$ cat src/rtl/dam_pkg.sv
// Shared types and codes for the door alarm monitor.
// Holds the request, response, configuration and door state structs.
// No dependencies.
`timescale 1ns / 1ps

package dam_pkg;

   // Operation codes of a request.
   localparam logic [2:0] OP_TICK   = 3'd0;
   localparam logic [2:0] OP_OPENED = 3'd1;
   localparam logic [2:0] OP_CLOSED = 3'd2;
   localparam logic [2:0] OP_LOCK   = 3'd3;
   localparam logic [2:0] OP_EXIT   = 3'd4;

   // Door phases.
   localparam logic [2:0] PH_IDLE       = 3'd0;
   localparam logic [2:0] PH_RELOCK     = 3'd1;
   localparam logic [2:0] PH_OPEN_LIMIT = 3'd2;
   localparam logic [2:0] PH_PRE_ALARM  = 3'd3;
   localparam logic [2:0] PH_TOO_LONG   = 3'd4;
   localparam logic [2:0] PH_FORCED     = 3'd5;

   // Alarm codes.
   localparam logic [1:0] ALM_NORMAL   = 2'd0;
   localparam logic [1:0] ALM_TOO_LONG = 2'd1;
   localparam logic [1:0] ALM_FORCED   = 2'd2;

   // Lock command values with a meaning of their own.
   localparam logic [2:0] VAL_LOCKED   = 3'd0;
   localparam logic [2:0] VAL_UNLOCKED = 3'd1;

   // Configuration register indexes.
   localparam logic [2:0] CSR_FORCED_OPEN_EN = 3'd0;
   localparam logic [2:0] CSR_OPEN_LONG_EN   = 3'd1;
   localparam logic [2:0] CSR_LOCK_KIND      = 3'd2;
   localparam logic [2:0] CSR_SENSOR_EN      = 3'd3;
   localparam logic [2:0] CSR_OPEN_LIMIT     = 3'd4;
   localparam logic [2:0] CSR_ALARM_DELAY    = 3'd5;
   localparam logic [2:0] CSR_CLOSE_DELAY    = 3'd6;
   localparam logic [2:0] CSR_PULSE          = 3'd7;

   typedef struct packed {
      logic       forced_open_enable;
      logic       open_too_long_enable;
      logic       lock_kind;
      logic       sensor_enable;
      logic [7:0] open_limit_seconds;
      logic [7:0] alarm_delay_seconds;
      logic [7:0] close_delay_seconds;
      logic [7:0] pulse_seconds;
   } cfg_type;

   typedef struct packed {
      logic [2:0] operation;
      logic       door_sensor;
      logic [2:0] command_value;
   } req_type;

   typedef struct packed {
      logic       lock_drive;
      logic [2:0] door_state;
      logic [1:0] alarm_code;
      logic       alarm_changed;
      logic [2:0] lock_value;
      logic       timer_running;
   } rsp_type;

   typedef struct packed {
      logic [2:0]  door_phase;
      logic [2:0]  held_value;
      logic [1:0]  alarm_now;
      logic        lock_out;
      logic [15:0] countdown;
      logic [15:0] pulse_left;
   } state_type;

endpackage

$ cat src/rtl/dam_step.sv
// Next-state and response logic of the door alarm monitor for one request.
// Purely combinational; depends on dam_pkg.
`timescale 1ns / 1ps

module dam_step #(
   parameter int TICKS_PER_SECOND    = 100,
   parameter int AUTO_RELOCK_SECONDS = 3
) (
   input  dam_pkg::cfg_type   cfg,
   input  dam_pkg::req_type   req,
   input  dam_pkg::state_type cur,
   output dam_pkg::state_type nxt,
   output dam_pkg::rsp_type   rsp
);
   import dam_pkg::*;

   localparam logic [15:0] TPS_W        = 16'(TICKS_PER_SECOND);
   localparam logic [15:0] RELOCK_TICKS = 16'(AUTO_RELOCK_SECONDS * TICKS_PER_SECOND);
   localparam logic [15:0] HALF_TICKS   = 16'((5 * TICKS_PER_SECOND) / 10);
   localparam logic [7:0]  RELOCK_SECS  = 8'(AUTO_RELOCK_SECONDS);

   // Seconds to ticks, wrapped to the timer width.
   function automatic logic [15:0] to_ticks(input logic [7:0] secs);
      to_ticks = {8'd0, secs} * TPS_W;
   endfunction

   logic [2:0]  ph;
   logic [2:0]  hv;
   logic        lo;
   logic [15:0] cd;
   logic [15:0] pl;
   logic        fresh;
   logic        eval;
   logic        do_set;
   logic [2:0]  set_val;
   logic        door_open;
   logic [1:0]  alarm_next;

   assign door_open = cfg.sensor_enable & req.door_sensor;

   always_comb begin
      ph      = cur.door_phase;
      hv      = cur.held_value;
      lo      = cur.lock_out;
      cd      = cur.countdown;
      pl      = cur.pulse_left;
      fresh   = 1'b0;
      eval    = 1'b0;
      do_set  = 1'b0;
      set_val = VAL_LOCKED;

      // Decide whether the lock value is rewritten, and with what.
      unique case (req.operation)
         OP_TICK: begin
            // The unlock pulse runs out first; expiry is handled further down.
            if (hv == VAL_UNLOCKED) begin
               if (pl != 16'd0) begin
                  pl = pl - 16'd1;
               end
               if (pl == 16'd0) begin
                  do_set  = 1'b1;
                  set_val = VAL_LOCKED;
               end
            end
         end
         OP_LOCK: begin
            do_set  = 1'b1;
            set_val = req.command_value;
         end
         OP_EXIT: begin
            if (hv == VAL_LOCKED || hv == VAL_UNLOCKED) begin
               do_set  = 1'b1;
               set_val = VAL_UNLOCKED;
            end
         end
         default: begin
         end
      endcase

      // A new lock value: unlocking values energize the lock at once, a locked
      // value frees it if open with lock_kind 0 or shut with no timer armed.
      if (do_set) begin
         hv = set_val;
         if (hv[0]) begin
            if (hv == VAL_UNLOCKED) begin
               pl = (cfg.pulse_seconds != 8'd0) ? to_ticks(cfg.pulse_seconds) : HALF_TICKS;
            end
            lo   = 1'b1;
            ph   = PH_IDLE;
            cd   = 16'd0;
            eval = 1'b1;
         end else if (door_open) begin
            if (!cfg.lock_kind) begin
               lo = 1'b0;
            end
            if (cfg.open_too_long_enable) begin
               ph    = PH_OPEN_LIMIT;
               cd    = to_ticks(cfg.open_limit_seconds);
               fresh = 1'b1;
            end else begin
               ph = cfg.lock_kind ? PH_RELOCK : PH_IDLE;
               cd = 16'd0;
            end
         end else if (cd != 16'd0) begin
            ph = PH_RELOCK;
         end else begin
            lo = 1'b0;
            ph = PH_IDLE;
         end
      end

      if (req.operation == OP_OPENED) begin
         case (ph)
            PH_IDLE: begin
               if (!hv[0] && cfg.forced_open_enable) begin
                  if (cfg.alarm_delay_seconds != 8'd0) begin
                     cd = to_ticks(cfg.alarm_delay_seconds);
                  end else begin
                     ph   = PH_FORCED;
                     cd   = 16'd0;
                     eval = 1'b1;
                  end
               end else begin
                  cd = 16'd0;
               end
            end
            PH_RELOCK: begin
               if (cfg.open_too_long_enable) begin
                  ph = PH_OPEN_LIMIT;
                  cd = to_ticks(cfg.open_limit_seconds);
               end else begin
                  cd = 16'd0;
               end
            end
            PH_OPEN_LIMIT: cd = to_ticks(cfg.open_limit_seconds);
            PH_PRE_ALARM:  cd = to_ticks(cfg.alarm_delay_seconds);
            default:       cd = 16'd0;
         endcase
      end

      if (req.operation == OP_CLOSED) begin
         if (ph == PH_IDLE) begin
            cd = (hv[0] && cfg.lock_kind) ? RELOCK_TICKS : 16'd0;
         end else if (ph == PH_RELOCK) begin
            cd = RELOCK_TICKS;
         end else if (ph < PH_FORCED) begin
            if (cfg.close_delay_seconds != 8'd0) begin
               cd = to_ticks(cfg.close_delay_seconds);
            end else begin
               if (cfg.lock_kind) begin
                  ph = PH_RELOCK;
                  cd = RELOCK_TICKS;
               end else begin
                  ph = PH_IDLE;
                  cd = 16'd0;
               end
               eval = 1'b1;
            end
         end
      end

      // Countdown; a timer armed during this tick does not count yet.
      // Expiry acts on the phase held at the start of the tick.
      if (req.operation == OP_TICK && cd != 16'd0 && !fresh) begin
         cd = cd - 16'd1;
         if (cd == 16'd0) begin
            if (cur.door_phase == PH_IDLE) begin
               if (door_open) begin
                  ph   = PH_FORCED;
                  eval = 1'b1;
               end
            end else if (cur.door_phase == PH_RELOCK) begin
               lo = 1'b0;
               ph = PH_IDLE;
            end else if (cur.door_phase < PH_FORCED && !door_open) begin
               if (cfg.lock_kind && cfg.close_delay_seconds < RELOCK_SECS) begin
                  ph = PH_RELOCK;
                  cd = to_ticks(RELOCK_SECS - cfg.close_delay_seconds);
               end else begin
                  if (cfg.lock_kind) begin
                     lo = 1'b0;
                  end
                  ph = PH_IDLE;
               end
               eval = 1'b1;
            end else if (cur.door_phase == PH_OPEN_LIMIT &&
                         cfg.alarm_delay_seconds != 8'd0) begin
               ph = PH_PRE_ALARM;
               cd = to_ticks(cfg.alarm_delay_seconds);
            end else if (cur.door_phase == PH_OPEN_LIMIT ||
                         cur.door_phase == PH_PRE_ALARM) begin
               ph   = PH_TOO_LONG;
               eval = 1'b1;
            end
         end
      end

      // The alarm is re-evaluated at most once per request, after the last
      // phase change, so the final phase decides it.
      alarm_next = cur.alarm_now;
      if (eval) begin
         if (ph == PH_TOO_LONG) begin
            alarm_next = ALM_TOO_LONG;
         end else if (ph == PH_FORCED) begin
            alarm_next = ALM_FORCED;
         end else begin
            alarm_next = ALM_NORMAL;
         end
      end
   end

   assign nxt.door_phase = ph;
   assign nxt.held_value = hv;
   assign nxt.alarm_now  = alarm_next;
   assign nxt.lock_out   = lo;
   assign nxt.countdown  = cd;
   assign nxt.pulse_left = pl;

   assign rsp.lock_drive    = lo;
   assign rsp.door_state    = ph;
   assign rsp.alarm_code    = alarm_next;
   assign rsp.alarm_changed = (alarm_next != cur.alarm_now);
   assign rsp.lock_value    = hv;
   assign rsp.timer_running = (cd != 16'd0);

endmodule

$ cat src/rtl/door_alarm_monitor_unit.sv
// Top level of the door alarm monitor: request and response channels,
// configuration registers and door state. Depends on dam_pkg and dam_step.
`timescale 1ns / 1ps

// The door alarm monitor controls one access door. Each request is an event
// (a time tick, door opened, door closed, a lock command or an exit request)
// that carries the polarity-corrected door sensor, and each request produces
// exactly one response with the lock drive, door phase, alarm code, an
// alarm-changed flag, the lock value held and whether the countdown timer is
// armed. Requests are taken into an input register; the next-state logic then
// updates the door state and fills the response register when that register is
// free, so a request passes through the input register and then the response
// register. A new request can be accepted in every cycle while req_stall is
// low, and throughput is one request per clock while rsp_stall stays low; the
// state update between the two registers is combinational. The response
// register and the input register are separate, so while a response waits on
// rsp_stall one more request is still taken into the empty input register;
// after that req_stall follows rsp_stall until the response is taken. Timers
// count in ticks; a setting of S seconds loads S * TICKS_PER_SECOND ticks,
// wrapped to 16 bits. Configuration registers are written through the csr_
// port and should only change while no request is in flight.

module door_alarm_monitor_unit #(
   parameter int TICKS_PER_SECOND    = 100,
   parameter int AUTO_RELOCK_SECONDS = 3
) (
   input  logic             clock,
   input  logic             reset,
   input  logic             req_valid,
   output logic             req_stall,
   input  dam_pkg::req_type req_data,
   output logic             rsp_valid,
   input  logic             rsp_stall,
   output dam_pkg::rsp_type rsp_data,
   input  logic             csr_wr_en,
   input  logic [2:0]       csr_index,
   input  logic [7:0]       csr_wdata
);
   import dam_pkg::*;

   cfg_type   cfg_ff, cfg_in;
   state_type state_ff, state_in;
   logic      in_vld_ff, in_vld_in;
   req_type   in_data_ff;
   logic      rsp_vld_ff, rsp_vld_in;
   rsp_type   rsp_data_ff;
   rsp_type   step_rsp;

   logic rsp_free;
   logic advance;
   logic req_accept;

   // The response register frees up when it is empty or being taken.
   assign rsp_free   = !rsp_vld_ff || !rsp_stall;
   // The buffered request moves into the state update when there is room.
   assign advance    = in_vld_ff && rsp_free;
   assign req_stall  = in_vld_ff && !rsp_free;
   assign req_accept = req_valid && !req_stall;

   assign in_vld_in  = req_accept ? 1'b1 : (advance ? 1'b0 : in_vld_ff);
   assign rsp_vld_in = advance ? 1'b1 : (rsp_stall ? rsp_vld_ff : 1'b0);

   dam_step #(
      .TICKS_PER_SECOND    (TICKS_PER_SECOND),
      .AUTO_RELOCK_SECONDS (AUTO_RELOCK_SECONDS)
   ) u_step (
      .cfg (cfg_ff),
      .req (in_data_ff),
      .cur (state_ff),
      .nxt (state_in),
      .rsp (step_rsp)
   );

   // Configuration register decode.
   always_comb begin
      cfg_in = cfg_ff;
      if (csr_wr_en) begin
         unique case (csr_index)
            CSR_FORCED_OPEN_EN: cfg_in.forced_open_enable   = csr_wdata[0];
            CSR_OPEN_LONG_EN:   cfg_in.open_too_long_enable = csr_wdata[0];
            CSR_LOCK_KIND:      cfg_in.lock_kind            = csr_wdata[0];
            CSR_SENSOR_EN:      cfg_in.sensor_enable        = csr_wdata[0];
            CSR_OPEN_LIMIT:     cfg_in.open_limit_seconds   = csr_wdata;
            CSR_ALARM_DELAY:    cfg_in.alarm_delay_seconds  = csr_wdata;
            CSR_CLOSE_DELAY:    cfg_in.close_delay_seconds  = csr_wdata;
            CSR_PULSE:          cfg_in.pulse_seconds        = csr_wdata;
            default:            cfg_in = cfg_ff;
         endcase
      end
   end

   always_ff @(posedge clock) begin
      if (reset) begin
         cfg_ff     <= '0;
         state_ff   <= '0;
         in_vld_ff  <= 1'b0;
         rsp_vld_ff <= 1'b0;
      end else begin
         cfg_ff     <= cfg_in;
         in_vld_ff  <= in_vld_in;
         rsp_vld_ff <= rsp_vld_in;
         if (advance) begin
            state_ff <= state_in;
         end
      end
   end

   // Payload registers need no reset.
   always_ff @(posedge clock) begin
      if (req_accept) begin
         in_data_ff <= req_data;
      end
      if (advance) begin
         rsp_data_ff <= step_rsp;
      end
   end

   assign rsp_valid = rsp_vld_ff;
   assign rsp_data  = rsp_data_ff;

endmodule
$ cat config.mk
export PLATFORM = sky130hd
export DESIGN_NAME = door_alarm_monitor_unit
export DESIGN_NICKNAME = d
export VERILOG_FILES = /design/src/rtl/dam_pkg.sv /design/src/rtl/dam_step.sv /design/src/rtl/door_alarm_monitor_unit.sv
export SDC_FILE = /design/constraint.sdc
export NUM_CORES = 1
export LEC_CHECK = 0
export ABC_AREA = 1
export BUFFER_PORTS_ARGS = -buffer_cell sky130_fd_sc_hd__buf_2
export CORE_ASPECT_RATIO = 0.75
export CORE_MARGIN = 2
export CORE_UTILIZATION = 50
export CTS_CLUSTER_DIAMETER = 100
export DETAILED_ROUTE_END_ITERATION = 12
export PLACE_DENSITY = 0.63
export SETUP_SLACK_MARGIN = 0.4
export SYNTH_ARGS = -nofsm -noshare
export SYNTH_HDL_FRONTEND = slang
export SYNTH_SLANG_ARGS = --single-unit
$ cat constraint.sdc
create_clock -name clock -period 12.1 [get_ports clock]
set_input_delay 3.025 -clock clock [delete_from_list [all_inputs] [get_ports clock]]
set_output_delay 3.025 -clock clock [all_outputs]
set_load 0.02 [all_outputs]
==> out/results.md <==
- 54 — unique cell type count in the Yosys netlist
- sky130_fd_sc_hd__dfxtp_1 — top_reg_cell synth
- primary output — kind of capture point of the worst setup path
- 0.186 — sequential cell area fraction in the yosys report
- 0.543 — Layout Utilization
- 370 ps — clock latency at the later pin of the worst-skew pair
- 9070 ps — worst endpoint required time
- 0.992 — RD Place Congestion
- 5610 ps — slack of the critical path
- 0 ps — final total negative setup slack
- 648 uW — internal portion of total power
- 0.300 — global-route usage over all layers
- finished clean — run status
- 1925 — Layout Nets
- 523 ps — worst-case hold slack
- 5610 ps — dpl ws
- buf_2 -> nand2_1 -> nor2_1 -> buf_2 — crit-path cells
- 0.0843 — ratio of cells with drive above 1 in the final layout
- 5.89% — layout overhead on the synthesized area
- yes — clock tree from TritonCTS
- 0.416 — switching share of total power
- 3460 ps — arrival time worst endpoint
- sky130_fd_sc_hd__buf_2 — worst-path cell with the longest stage delay
- 0 — number of DRC violations after detailed routing
- 3000 um — detailed route wirelength on metal3
- 0 — post-CTS setup-driven buffer insertion count
- 70 ps — clock edge transition at the registers on the reported setup and hold paths
- 0 — diodes inserted
- 0.410 — Logic pwr share
- 11400 sq um — Synth Cell Area
- 1.11 mW — Design Power
- 36 — count of pins on the block boundary
- 0.513 — effective utilization at floorplan
- 97 — post-synthesis register bit count
- 0 — cts hold-fix bufs
- 6070 ps — reg-to-reg setup timing slack
- 91.9 nW/um^2 — pwr dens
- 2 — largest buffer count on any clock path
- 0.154 GHz — maximum clock frequency
- 4 — Crit path depth
- 5 — number of detailed-route iterations in the first pass
- 0 — number of antenna violations at the first check in global routing
- 11800 sq um — cell area after placement
- 14000 um — DR WL met2
- met4 — top layer reached by signal wires
- 915 — count of routing violations after the opening detailed-route iteration
- 28300 um — detailed placement HPWL
- 34800 um — WL final
- reg2reg — Worst Hold Class
- 10300 — via count of the first global-routing pass
- 0 — final max-slew violation count
- 22200 sq um — area of the placeable core
- 0 — final count of negative-setup-slack endpoints
- 1913 — Synth Net Count
- 0 — count of instances resized after the clock tree is built
- 12100 sq um — Final Cell Area
- sky130_fd_sc_hd__buf_2 — most common cell type on the critical path
- 0 — Yosys warnings
- 2 — Buffers & Inverters on Critical Path
- sky130_fd_sc_hd__ha_1, sky130_fd_sc_hd__dfxtp_1, sky130_fd_sc_hd__nand2_1 — main area contributors after synthesis
- false — RSZ-0062 raised after global routing
- 0.536 — Tcrit/Tclk final
- sky130_fd_sc_hd__nand2_1 — count leader, synth
- 2026 — post-layout instance count excluding filler cells
- 6.64 sq um — Avg Inst Size Synth
- 0.330 — part of the total power dissipated in sequential elements
- 3 — htree depth
- 0 — final global-route overflow total
- 0.260 — Clk network pwr share
- buffers and inverters — gate family responsible for the most delay along the worst path
- 11200 — DR vias
- 35 — number of port buffers
- 6.58 ps — clock tree skew after final layout
- 3 — maximum net fanout on the critical path
- 24000 sq um — die area
- sky130_fd_sc_hd__ha_1 — leading area contributor after synthesis
- 61 — largest net degree at the start of global routing
- 17.2 um — post-DR wirelength/cell
- 47 — Std-Cell Rows
- 1715 — Mapped Cells
- 2010 — placed cells
- 461 uW — switching power total
- 0 — max-cap violations
- sky130_fd_sc_hd__nand2_1, sky130_fd_sc_hd__inv_1, sky130_fd_sc_hd__nor2_1 — most common library cells after synthesis
- 97 — clk sink count
- 5.52 — mean number of vias per cell
- 0 — Final ANT Viol Nets
- 9 — Inserted Clock Buffers
- 0.176 — fraction of post-synthesis cell area in the top cell type by area
- 18 — number of flops mapped to enable cells by yosys
- 135 um — die height
- 0.278 — Slew HR
- 0 — fraction of registers with async set or reset after synthesis
- 2 — number of cells traversed by the worst hold path
- 36 — Reg2Reg Depth
- primary input — Worst setup SP type
- 1080 ps — worst slew pin tran
- 6490 ps — minimum period implied by the final worst setup slack
- 55600 um — first-pass GRT wire length
- 178 um — horizontal die dimension
- 17100 um — met1 WL
- 0.0000641 V — IR Drop Worst-Case VDD
- sky130_fd_sc_hd__clkbuf_16 — master cell of the clock root buffer
- in2out — crit path kind
- 6.31 nW — Static Leakage
- 0 — Final Hold Violating Endpoints
- 180 ps — largest incremental delay on the critical path
flip-flops by register name (all words and copies together) (netlist names):
| signal | flops |
|---|---|
| rsp_valid | 1 |
| state_ff | 41 |
| in_data_ff | 7 |
| rsp_data | 11 |
| in_vld_ff | 1 |
| cfg_ff | 36 |
area by class of cell:
class                   instances  area (sq um)
clock buffers                  13           240
flip-flops and latches         97          2120
fillers                      2305         10200
inverters                     292          1100
multi-input cells            1287          7980
well taps                     294           368
repair buffers                 40           213
clock inverters                 3          42.5
metal layers:
metal	up-vias	global-route usage
li1	5655	-
met4	0	0.0777
met3	62	0.0777
met1	5076	0.446
met2	381	0.426
met5	-	0
cell families after synthesis:
family,count (synthesis),synth area share
AOI/OAI and AO/OA,304,0.159
xor gates and xnor gates,30,0.0231
adders and majority gates,175,0.202
buffers and inverters,331,0.114
DFF,97,0.186
and+or+nand+nor,778,0.316
worst reg2reg max path: cells and delay by family (launching register included):
kind	cells	cell delay [ps]
AO/OA/AOI/OAI	4	440
buffers and inverters	7	500
flip-flops	1	450
XOR/XNOR	1	460
AND/OR/NAND/NOR	20	2500
adder cells (fa/ha/maj)	4	1430
power by group through the flow:
stage	combinational, mW	clock (mW)	sequential (mW)
after floorplan	0.334	0	0.369
after global placement	0.443	0	0.372
after detailed placement	0.445	0	0.372
after CTS	0.448	0.296	0.365
after global routing	0.508	0.306	0.368
final	0.454	0.288	0.366
worst paths after layout:
path | startpoint | end
setup / recovery | rsp_stall | req_stall
hold / removal | rsp_valid | rsp_valid
setup reg to reg | cfg_ff[18] | rsp_data[4]
hold reg to reg | rsp_valid | rsp_valid
cell usage in the layout, fill, tap and decap left out, drive strengths merged, types with 4 or more instances in the layout:
cell	netlist	routed
o22ai	7	7
a31oi	10	10
ha	160	160
o221ai	9	9
o21bai	11	11
o211ai	22	22
nand2	390	390
clkbuf	28	13
nor3	22	22
nand3b	4	4
nand4	33	33
xor2	20	20
inv	287	286
a21oi	101	101
buf	11	40
a32o	4	4
edfxtp	18	18
or2	4	4
clkinv	5	7
nor2	215	215
o21ai	120	120
fa	15	15
dfxtp	79	79
nand3	106	106
o311ai	4	4
xnor2	10	10
Note: power is estimated with default switching activity, not from simulation.
